==> config.mk <==
export PLATFORM = sky130hd
export DESIGN_NAME = integer_to_ascii_formatter_top
export DESIGN_NICKNAME = d
export VERILOG_FILES = /design/src/design/ifmt_pkg.sv /design/src/design/ifmt_conv.sv /design/src/design/integer_to_ascii_formatter_top.sv
export SDC_FILE = /design/constraint.sdc
export NUM_CORES = 1
export LEC_CHECK = 0
export BUFFER_PORTS_ARGS = -buffer_cell sky130_fd_sc_hd__buf_2
export CELL_PAD_IN_SITES_DETAIL_PLACEMENT = 1
export CELL_PAD_IN_SITES_GLOBAL_PLACEMENT = 1
export CORE_MARGIN = 5
export CORE_UTILIZATION = 52
export CTS_BUF_LIST = sky130_fd_sc_hd__clkbuf_2 sky130_fd_sc_hd__clkbuf_4 sky130_fd_sc_hd__clkbuf_8
export CTS_CLUSTER_SIZE = 10
export DETAILED_ROUTE_END_ITERATION = 16
export PLACE_DENSITY_LB_ADDON = 0.1
export SLEW_MARGIN = 40
export SYNTH_ARGS = -nofsm -noshare
export SYNTH_HDL_FRONTEND = slang
export SYNTH_SLANG_ARGS = --single-unit
==> constraint.sdc <==
create_clock -name clk -period 11.3 [get_ports clk]
set_input_delay 0.565 -clock clk [delete_from_list [all_inputs] [get_ports clk]]
set_output_delay 0.565 -clock clk [all_outputs]
set_load 0.005 [all_outputs]
==> src/design/ifmt_pkg.sv <==
// ----------------------------------------------------------------------------
// ifmt_pkg: shared types and constants of the integer to ASCII formatter
// Character codes, digit counts and the control and status groups that pass
// between the top level and the digit converter.
// ----------------------------------------------------------------------------
`timescale 1ns / 1ps
`default_nettype none

package ifmt_pkg;

    localparam int VALUE_W    = 32;
    localparam int DIGIT_W    = 4;
    localparam int DEC_DIGITS = 10;
    localparam int HEX_DIGITS = VALUE_W / DIGIT_W;
    localparam int BCD_W      = DEC_DIGITS * DIGIT_W;
    localparam int NDIG_W     = 4;
    localparam int CHAR_W     = 7;
    localparam int POS_W      = 16;
    localparam int CNT_W      = 6;

    localparam logic [CHAR_W-1:0] CHAR_ZERO    = 7'h30;
    localparam logic [CHAR_W-1:0] CHAR_UPPER_A = 7'h41;
    localparam logic [CHAR_W-1:0] CHAR_LOWER_A = 7'h61;
    localparam logic [CHAR_W-1:0] CHAR_MINUS   = 7'h2D;
    localparam logic [CHAR_W-1:0] CHAR_SPACE   = 7'h20;

    typedef struct packed {
        logic start;
        logic hex_mode;
        logic pop;
    } conv_ctrl_t;

    typedef struct packed {
        logic              done;
        logic              busy;
        logic [NDIG_W-1:0] ndig;
    } conv_status_t;

endpackage

`default_nettype wire

==> src/design/ifmt_conv.sv <==
// ----------------------------------------------------------------------------
// ifmt_conv: bit-serial binary to digit converter
// Converts a 32-bit magnitude to decimal digits one bit per cycle with the
// shift-and-add-three method, or loads the hex nibbles directly, then strips
// leading zero digits one digit per cycle. Digits are then popped MSD first.
// ----------------------------------------------------------------------------
`timescale 1ns / 1ps
`default_nettype none

module ifmt_conv
    import ifmt_pkg::*;
(
    input  wire logic               clk,
    input  wire logic               rst_n,
    input  wire conv_ctrl_t         ctrl,
    input  wire logic [VALUE_W-1:0] mag,
    output conv_status_t            stat,
    output logic [DIGIT_W-1:0]      digit
);

    localparam logic [1:0] C_IDLE  = 2'd0;
    localparam logic [1:0] C_SHIFT = 2'd1;
    localparam logic [1:0] C_NORM  = 2'd2;

    localparam int BITCNT_W = $clog2(VALUE_W);

    logic [1:0]          state_reg, state_next;
    logic [VALUE_W-1:0]  bin_reg, bin_next;
    logic [BCD_W-1:0]    bcd_reg, bcd_next;
    logic [BCD_W-1:0]    bcd_adj;
    logic [BITCNT_W-1:0] bit_cnt_reg, bit_cnt_next;
    logic [NDIG_W-1:0]   ndig_reg, ndig_next;
    logic                done_reg, done_next;

    // Each decimal digit of 5 or more gets 3 added before the doubling shift.
    always_comb
    begin
        for (int i = 0; i < DEC_DIGITS; i++)
        begin
            if (bcd_reg[i*DIGIT_W +: DIGIT_W] >= 4'd5)
                bcd_adj[i*DIGIT_W +: DIGIT_W] = bcd_reg[i*DIGIT_W +: DIGIT_W] + 4'd3;
            else
                bcd_adj[i*DIGIT_W +: DIGIT_W] = bcd_reg[i*DIGIT_W +: DIGIT_W];
        end
    end

    always_comb
    begin
        state_next   = state_reg;
        bin_next     = bin_reg;
        bcd_next     = bcd_reg;
        bit_cnt_next = bit_cnt_reg;
        ndig_next    = ndig_reg;
        done_next    = 1'b0;
        case (state_reg)
            C_IDLE:
            begin
                if (ctrl.start)
                begin
                    if (ctrl.hex_mode)
                    begin
                        bcd_next   = {mag, {(BCD_W - VALUE_W){1'b0}}};
                        ndig_next  = NDIG_W'(HEX_DIGITS);
                        state_next = C_NORM;
                    end
                    else
                    begin
                        bin_next     = mag;
                        bcd_next     = '0;
                        bit_cnt_next = BITCNT_W'(VALUE_W - 1);
                        ndig_next    = NDIG_W'(DEC_DIGITS);
                        state_next   = C_SHIFT;
                    end
                end
                else if (ctrl.pop)
                begin
                    bcd_next = {bcd_reg[BCD_W-DIGIT_W-1:0], {DIGIT_W{1'b0}}};
                end
            end
            C_SHIFT:
            begin
                bcd_next     = {bcd_adj[BCD_W-2:0], bin_reg[VALUE_W-1]};
                bin_next     = {bin_reg[VALUE_W-2:0], 1'b0};
                bit_cnt_next = bit_cnt_reg - 1'b1;
                if (bit_cnt_reg == '0)
                    state_next = C_NORM;
            end
            C_NORM:
            begin
                // A zero value keeps one digit.
                if (bcd_reg[BCD_W-1 -: DIGIT_W] == '0 && ndig_reg > NDIG_W'(1))
                begin
                    bcd_next  = {bcd_reg[BCD_W-DIGIT_W-1:0], {DIGIT_W{1'b0}}};
                    ndig_next = ndig_reg - 1'b1;
                end
                else
                begin
                    done_next  = 1'b1;
                    state_next = C_IDLE;
                end
            end
            default:
            begin
                state_next = C_IDLE;
            end
        endcase
    end

    always_ff @(posedge clk or negedge rst_n)
    begin
        if (!rst_n)
        begin
            state_reg <= C_IDLE;
            done_reg  <= 1'b0;
        end
        else
        begin
            state_reg <= state_next;
            done_reg  <= done_next;
        end
    end

    always_ff @(posedge clk)
    begin
        bin_reg     <= bin_next;
        bcd_reg     <= bcd_next;
        bit_cnt_reg <= bit_cnt_next;
        ndig_reg    <= ndig_next;
    end

    assign stat.done = done_reg;
    assign stat.busy = (state_reg != C_IDLE);
    assign stat.ndig = ndig_reg;
    assign digit     = bcd_reg[BCD_W-1 -: DIGIT_W];

endmodule

`default_nettype wire

==> src/design/integer_to_ascii_formatter_top.sv <==
// ----------------------------------------------------------------------------
// integer_to_ascii_formatter_top: printf-style integer to ASCII formatter
// Takes a 32-bit value with a format spec and sends its characters one per
// request, with a last marker on the final character.
// ----------------------------------------------------------------------------
// Usage:
//   The item channel (item_valid, item_stall) carries the value and its
//   format spec. item_stall is high while an item is being converted or its
//   characters are being produced, so one item is in work at a time.
//   The char channel (char_valid, char_stall) carries one character per
//   request with its position and the last marker.
//   The digit converter works one bit per cycle: a decimal item shifts in
//   every bit of the value and then strips one leading zero digit per step;
//   a hex item loads its nibbles at once and only strips leading zeros.
//   After that one character leaves per cycle while the receiver does not
//   stall. The next item is accepted in the cycle after the last character
//   is registered, while that character may still wait in the output
//   register.
//   When the receiver stalls, the output register holds its character and
//   production pauses; nothing is lost.
//   Reset clears the control state; the block comes up idle and ready.
// ----------------------------------------------------------------------------
`timescale 1ns / 1ps
`default_nettype none

module integer_to_ascii_formatter_top
    import ifmt_pkg::*;
(
    input  wire logic                      clk,
    input  wire logic                      rst_n,
    input  wire logic                      item_valid,
    output logic                           item_stall,
    input  wire logic signed [VALUE_W-1:0] value,
    input  wire logic                      hex_mode,
    input  wire logic                      upper_case,
    input  wire logic                      left_justify,
    input  wire logic                      zero_pad,
    input  wire logic [CNT_W-1:0]          field_width,
    input  wire logic [CNT_W-1:0]          min_digits,
    input  wire logic [POS_W-1:0]          start_pos,
    output logic                           char_valid,
    input  wire logic                      char_stall,
    output logic [CHAR_W-1:0]              char_code,
    output logic [POS_W-1:0]               out_pos,
    output logic                           last
);

    localparam logic [1:0] S_IDLE = 2'd0;
    localparam logic [1:0] S_CONV = 2'd1;
    localparam logic [1:0] S_EMIT = 2'd2;

    logic [1:0]          state_reg, state_next;
    logic                neg_reg, neg_next;
    logic                upper_reg, upper_next;
    logic                left_reg, left_next;
    logic                zpad_reg, zpad_next;
    logic [CNT_W-1:0]    width_reg, width_next;
    logic [CNT_W-1:0]    prec_reg, prec_next;
    logic [POS_W-1:0]    pos_reg, pos_next;
    logic                sfirst_reg, sfirst_next;
    logic                smid_reg, smid_next;
    logic [CNT_W-1:0]    pre_cnt_reg, pre_cnt_next;
    logic [CNT_W-1:0]    post_cnt_reg, post_cnt_next;
    logic [NDIG_W-1:0]   dig_cnt_reg, dig_cnt_next;
    logic [CHAR_W-1:0]   pad_char_reg, pad_char_next;
    logic                char_valid_reg, char_valid_next;
    logic [CHAR_W-1:0]   char_reg, char_next;
    logic [POS_W-1:0]    opos_reg, opos_next;
    logic                last_reg, last_next;

    logic                item_take;
    logic                slot_free;
    logic                is_neg;
    logic [VALUE_W-1:0]  mag;
    logic [CNT_W-1:0]    total_w;
    logic [CNT_W-1:0]    pad_w;
    logic                zp_w;
    logic [CHAR_W-1:0]   digit_char;
    conv_ctrl_t          conv_ctrl;
    conv_status_t        conv_stat;
    logic [DIGIT_W-1:0]  conv_digit;

    assign item_stall = (state_reg != S_IDLE);
    assign item_take  = item_valid && !item_stall;
    assign slot_free  = !char_valid_reg || !char_stall;

    // Only a decimal negative is printed with a sign; hex shows the raw bits.
    assign is_neg = !hex_mode && value[VALUE_W-1];
    assign mag    = is_neg ? (~value + 1'b1) : value;

    always_comb
    begin
        if (conv_digit < DIGIT_W'(10))
            digit_char = CHAR_ZERO + CHAR_W'(conv_digit);
        else if (upper_reg)
            digit_char = CHAR_UPPER_A + CHAR_W'(conv_digit - DIGIT_W'(10));
        else
            digit_char = CHAR_LOWER_A + CHAR_W'(conv_digit - DIGIT_W'(10));
    end

    // Pad length: a nonzero precision forces zero padding and, when it
    // exceeds the digit count, replaces the width padding.
    always_comb
    begin
        total_w = CNT_W'(conv_stat.ndig) + CNT_W'(neg_reg);
        pad_w   = (width_reg > total_w) ? (width_reg - total_w) : '0;
        zp_w    = zpad_reg || (prec_reg != '0);
        if (prec_reg != '0 && CNT_W'(conv_stat.ndig) < prec_reg)
            pad_w = prec_reg - CNT_W'(conv_stat.ndig);
    end

    always_comb
    begin
        state_next      = state_reg;
        neg_next        = neg_reg;
        upper_next      = upper_reg;
        left_next       = left_reg;
        zpad_next       = zpad_reg;
        width_next      = width_reg;
        prec_next       = prec_reg;
        pos_next        = pos_reg;
        sfirst_next     = sfirst_reg;
        smid_next       = smid_reg;
        pre_cnt_next    = pre_cnt_reg;
        post_cnt_next   = post_cnt_reg;
        dig_cnt_next    = dig_cnt_reg;
        pad_char_next   = pad_char_reg;
        char_valid_next = char_valid_reg;
        char_next       = char_reg;
        opos_next       = opos_reg;
        last_next       = last_reg;
        conv_ctrl.start    = item_take;
        conv_ctrl.hex_mode = hex_mode;
        conv_ctrl.pop      = 1'b0;

        if (slot_free)
            char_valid_next = 1'b0;

        case (state_reg)
            S_IDLE:
            begin
                if (item_take)
                begin
                    neg_next   = is_neg;
                    upper_next = upper_case;
                    left_next  = left_justify;
                    zpad_next  = zero_pad;
                    width_next = field_width;
                    prec_next  = min_digits;
                    pos_next   = start_pos;
                    state_next = S_CONV;
                end
            end
            S_CONV:
            begin
                if (conv_stat.done)
                begin
                    // A zero-padded minus sign goes ahead of the pad.
                    sfirst_next   = neg_reg && !left_reg && (pad_w != '0) && zp_w;
                    smid_next     = neg_reg && !(!left_reg && (pad_w != '0) && zp_w);
                    pre_cnt_next  = left_reg ? '0 : pad_w;
                    post_cnt_next = left_reg ? pad_w : '0;
                    dig_cnt_next  = conv_stat.ndig;
                    pad_char_next = zp_w ? CHAR_ZERO : CHAR_SPACE;
                    state_next    = S_EMIT;
                end
            end
            S_EMIT:
            begin
                if (slot_free)
                begin
                    char_valid_next = 1'b1;
                    opos_next       = pos_reg;
                    pos_next        = pos_reg + 1'b1;
                    last_next       = 1'b0;
                    if (sfirst_reg)
                    begin
                        char_next   = CHAR_MINUS;
                        sfirst_next = 1'b0;
                    end
                    else if (pre_cnt_reg != '0)
                    begin
                        char_next    = pad_char_reg;
                        pre_cnt_next = pre_cnt_reg - 1'b1;
                    end
                    else if (smid_reg)
                    begin
                        char_next = CHAR_MINUS;
                        smid_next = 1'b0;
                    end
                    else if (dig_cnt_reg != '0)
                    begin
                        char_next     = digit_char;
                        conv_ctrl.pop = 1'b1;
                        dig_cnt_next  = dig_cnt_reg - 1'b1;
                        last_next     = (dig_cnt_reg == NDIG_W'(1)) && (post_cnt_reg == '0);
                    end
                    else
                    begin
                        char_next     = CHAR_SPACE;
                        post_cnt_next = post_cnt_reg - 1'b1;
                        last_next     = (post_cnt_reg == CNT_W'(1));
                    end
                    if (last_next)
                        state_next = S_IDLE;
                end
            end
            default:
            begin
                state_next = S_IDLE;
            end
        endcase
    end

    always_ff @(posedge clk or negedge rst_n)
    begin
        if (!rst_n)
        begin
            state_reg      <= S_IDLE;
            char_valid_reg <= 1'b0;
            sfirst_reg     <= 1'b0;
            smid_reg       <= 1'b0;
            pre_cnt_reg    <= '0;
            post_cnt_reg   <= '0;
            dig_cnt_reg    <= '0;
        end
        else
        begin
            state_reg      <= state_next;
            char_valid_reg <= char_valid_next;
            sfirst_reg     <= sfirst_next;
            smid_reg       <= smid_next;
            pre_cnt_reg    <= pre_cnt_next;
            post_cnt_reg   <= post_cnt_next;
            dig_cnt_reg    <= dig_cnt_next;
        end
    end

    always_ff @(posedge clk)
    begin
        neg_reg      <= neg_next;
        upper_reg    <= upper_next;
        left_reg     <= left_next;
        zpad_reg     <= zpad_next;
        width_reg    <= width_next;
        prec_reg     <= prec_next;
        pos_reg      <= pos_next;
        pad_char_reg <= pad_char_next;
        char_reg     <= char_next;
        opos_reg     <= opos_next;
        last_reg     <= last_next;
    end

    ifmt_conv u_conv
    (
        .clk   (clk),
        .rst_n (rst_n),
        .ctrl  (conv_ctrl),
        .mag   (mag),
        .stat  (conv_stat),
        .digit (conv_digit)
    );

    assign char_valid = char_valid_reg;
    assign char_code  = char_reg;
    assign out_pos    = opos_reg;
    assign last       = last_reg;

    // The converter only runs while an item is in conversion.
    a_conv_busy: assert property (@(posedge clk) disable iff (!rst_n)
        conv_stat.busy |-> state_reg == S_CONV)
        else $error("digit converter busy outside conversion");

    a_conv_done: assert property (@(posedge clk) disable iff (!rst_n)
        conv_stat.done |-> state_reg == S_CONV)
        else $error("conversion finished while not waiting for it");

    // Emission starts with between one and ten digits pending.
    a_emit_digits: assert property (@(posedge clk) disable iff (!rst_n)
        (state_reg == S_EMIT && $past(state_reg) == S_CONV)
        |-> (dig_cnt_reg != '0 && dig_cnt_reg <= NDIG_W'(DEC_DIGITS)))
        else $error("bad digit count at start of emission");

    // A new item only enters once every character of the last one has been produced.
    a_take_clean: assert property (@(posedge clk) disable iff (!rst_n)
        item_take |-> (dig_cnt_reg == '0 && post_cnt_reg == '0 && pre_cnt_reg == '0))
        else $error("item accepted with characters still pending");

endmodule

`default_nettype wire
==> impl_metrics.tcl <==
set metrics [dict create \
    status "complete, no violations" \
    drive_gt1_share_pct 14.5 \
    leakagePower_nw 4.17 \
    yosys.area_share.adder_pct 6.71 \
    die_w_um 147 \
    fp-row-count 50 \
    end_kind "flip-flop" \
    hold_class "in2async" \
    grt_usage_pct 24.8 \
    avgViaCountPerCell 6.02 \
    fin_area_sq_um 10900 \
    cts_buffers 17 \
    syn_to_final_growth_pct 11.8 \
    met2WireLength_um 13900 \
    netlist.area_leader.share_pct 42.6 \
    drt-total-wl_um 26800 \
    coreArea_sq_um 18600 \
    crit_fanout 7 \
    synthSimpleGateAreaFrac_pct 15.0 \
    synthMuxAreaShare_pct 1.21 \
    clkPwrFrac_pct 14.9 \
    cp.arrival_ns 3.39 \
    path_class "reg2reg" \
    p_int_mw 1.70 \
    setup_violations 0 \
    postCtsHoldBufs 0 \
    fin_tns_setup_ns 0 \
    crit_required_ns 11.64 \
    synth_edf_count 138 \
    min_period_over_period_pct 27.0 \
    drv_cap 0 \
    cts_sinks 162 \
    grt_pass1_vias 8358 \
    yosys-top-cells-area "edfxtp_1 43%, ha_1 6.3%, dfrtp_1 6.2%, o21ai_0 5.2%, nand2_1 4.2%" \
    start_util_pct 52.4 \
    place_congestion 0.884 \
    initialDrtViolationCount 482 \
    max_stage_delay_ns 0.51 \
    clkTransAtPathRegs_ns 0.10 \
    syn_nets 1108 \
    first_pass_iters 5 \
    ys_types 67 \
    final_nets 1191 \
    post_cts_resize_count 0 \
    routed-wl-met3_um 915 \
    post_drt_wl_per_cell_um 20.3 \
    top_layer_used "met4" \
    ys_seq_area_share_pct 48.8 \
    dieArea_sq_um 21500 \
    timing.rr.start "u_conv.ndig_reg[0]" \
    synth_seq_cells 162 \
    async_reset_ff_share_pct 14.8 \
    yosys_warnings 0 \
    diodes 0 \
    h-tree-depth 4 \
    critPathLaunchType "flip-flop" \
    fmax_mhz 328 \
    holdWs_ns 0.0861 \
    die_height_um 147 \
    power.share.sequential_pct 38.9 \
    num_vias 7939 \
    syn_area_sq_um 9730 \
    cp_cell_sequence "ha_1 -> ha_1 -> xnor2_1 -> ha_1 -> nor2b_1 -> o31a_1 -> o21ai_0 -> nand2_1 -> a31oi_1 -> o221ai_1" \
    avgSynthCellArea_sq_um 9.84 \
    rsz0062_at_grt "false" \
    synth_compound_area_share_pct 18.2 \
    p_per_area_nw_per_um2 278 \
    synth_top_area_cell "edfxtp_1" \
    nFillCells 2142 \
    antenna_left 0 \
    worstMarginPinSlew_ns 0.870 \
    maxSlewViolCount 0 \
    grt_max_degree 65 \
    clk_path_buf_depth 2 \
    placed_cell_area_sq_um 10500 \
    swShare_pct 44.0 \
    hpwlAfterDp_um 19600 \
    worstSkewPairLatency_ns 0.47 \
    cp_num_buf_inv 0 \
    cts_root_buf "clkbuf_8" \
    m1WireLength_um 11200 \
    fin_skew_ns 0.0151 \
    slew-limit-headroom_pct 41.4 \
    finalHoldViolations 0 \
    io_buffers 93 \
    cts_setup_buffers 0 \
    antenna_found_initial 0 \
    p_comb_share_pct 46.2 \
    synth_ff_type "edfxtp_1" \
    synth_xor_area_share_pct 6.39 \
    fin_crit_ns 3.05 \
    num_io_pins 94 \
    path_common_cell "ha_1" \
    synth_top_family_by_area "compound AO/OA/AOI/OAI gates" \
    cts_tree "done" \
    cp_slowest_cell "edfxtp_1" \
    largest_register_ffs 40 \
    syn-instance-count 989 \
    critPathLaunch "u_conv.ndig_reg[0]" \
    overflow 0 \
    grt_pass1_wl_um 43000 \
    power_mw 3.03 \
    cpLargestDelayFamily "compound AO/OA/AOI/OAI gates" \
    drcViolationCount 0 \
    peakVddDrop_uv 151 \
    power.switching_mw 1.33 \
]
-- final timing paths --
path,endpoint,slack (ns),cells past startpoint
setup / recovery,post_cnt_reg[5],8.25,10
hold / removal,pre_cnt_reg[4],0.09,1
setup reg to reg,post_cnt_reg[5],8.25,10
hold reg to reg,out_pos[15],0.52,0
max in group asynchronous,dig_cnt_reg[0],10.82,1
min in group clk,prec_reg[2],0.27,1
-- stage by stage --
stage / std cells / setup WS (ns) / util (%)
2_1_floorplan: 989 / 5.45 / -
3_3_place_gp: 1287 / 8.26 / 56.3
3_5_place_dp: 1287 / 8.18 / 56.3
4_1_cts: 1319 / 8.25 / 58.5
5_1_grt: 1319 / 8.01 / 58.6
6_report: 1319 / 8.25 / 58.6
-- cell usage after synthesis, types with 10 or more instances --
library cell,count
a21oi_1,80
a22oi_1,28
a31oi_1,10
clkbuf_1,34
dfrtp_1,24
edfxtp_1,138
ha_1,49
inv_1,56
nand2_1,109
nand2b_1,19
nand3_1,20
nor2_1,78
nor3_1,21
nor3b_1,13
o21ai_0,102
xnor2_1,46
xor2_1,25
-- layer usage --
layer / GRT usage (%) / up-vias
met5: 0 / -
met4: 8.42 / 0
met3: 3.67 / 47
met2: 45.0 / 170
met1: 30.2 / 3957
li1: - / 3765
-- placed cells by master, fill, tap and decap left out, types with 6 or more instances in the layout --
cell type	instances
nand3_1	20
nor2b_1	8
xnor2_1	46
a221o_1	7
or3_1	7
a31oi_1	10
mux2_2	6
nand2b_1	17
xor2_1	25
a21o_1	7
dfrtp_1	24
a21oi_1	79
and3_1	6
edfxtp_1	138
nor3b_1	12
buf_4	9
nor2_1	78
o21ai_0	102
inv_1	56
nor4_1	7
nand2_1	109
o31ai_1	8
nor3_1	21
a22oi_1	28
clkbuf_8	17
ha_1	48
buf_2	93
-- power by group through the flow --
stage                     logic, mW  registers, mW  clock network, mW
after floorplan                1.02           1.12                  0
after CTS                      1.41           1.17              0.460
after global routing           1.56           1.20              0.488
after global placement         1.33           1.18                  0
final                          1.40           1.18              0.451
after detailed placement       1.39           1.18                  0
-- area by class of cell --
class	count	area (sq um)	area share, %
timing repair buffer	102	533	4.90
multi-input combinational	731	4670	42.9
clock buffer	17	234	2.15
tap	234	293	2.69
inverter	58	219	2.01
sequential	162	4740	43.6
clock inverter	15	188	1.72
-- cells by family after synthesis --
group,after synthesis
multiplexers,11
AND/OR/NAND/NOR,308
AO/OA/AOI/OAI,290
flip-flops,162
buffers and inverters,96
adder cells (fa/ha/maj),51
XOR/XNOR,71
(Power assumes the default switching activity.)
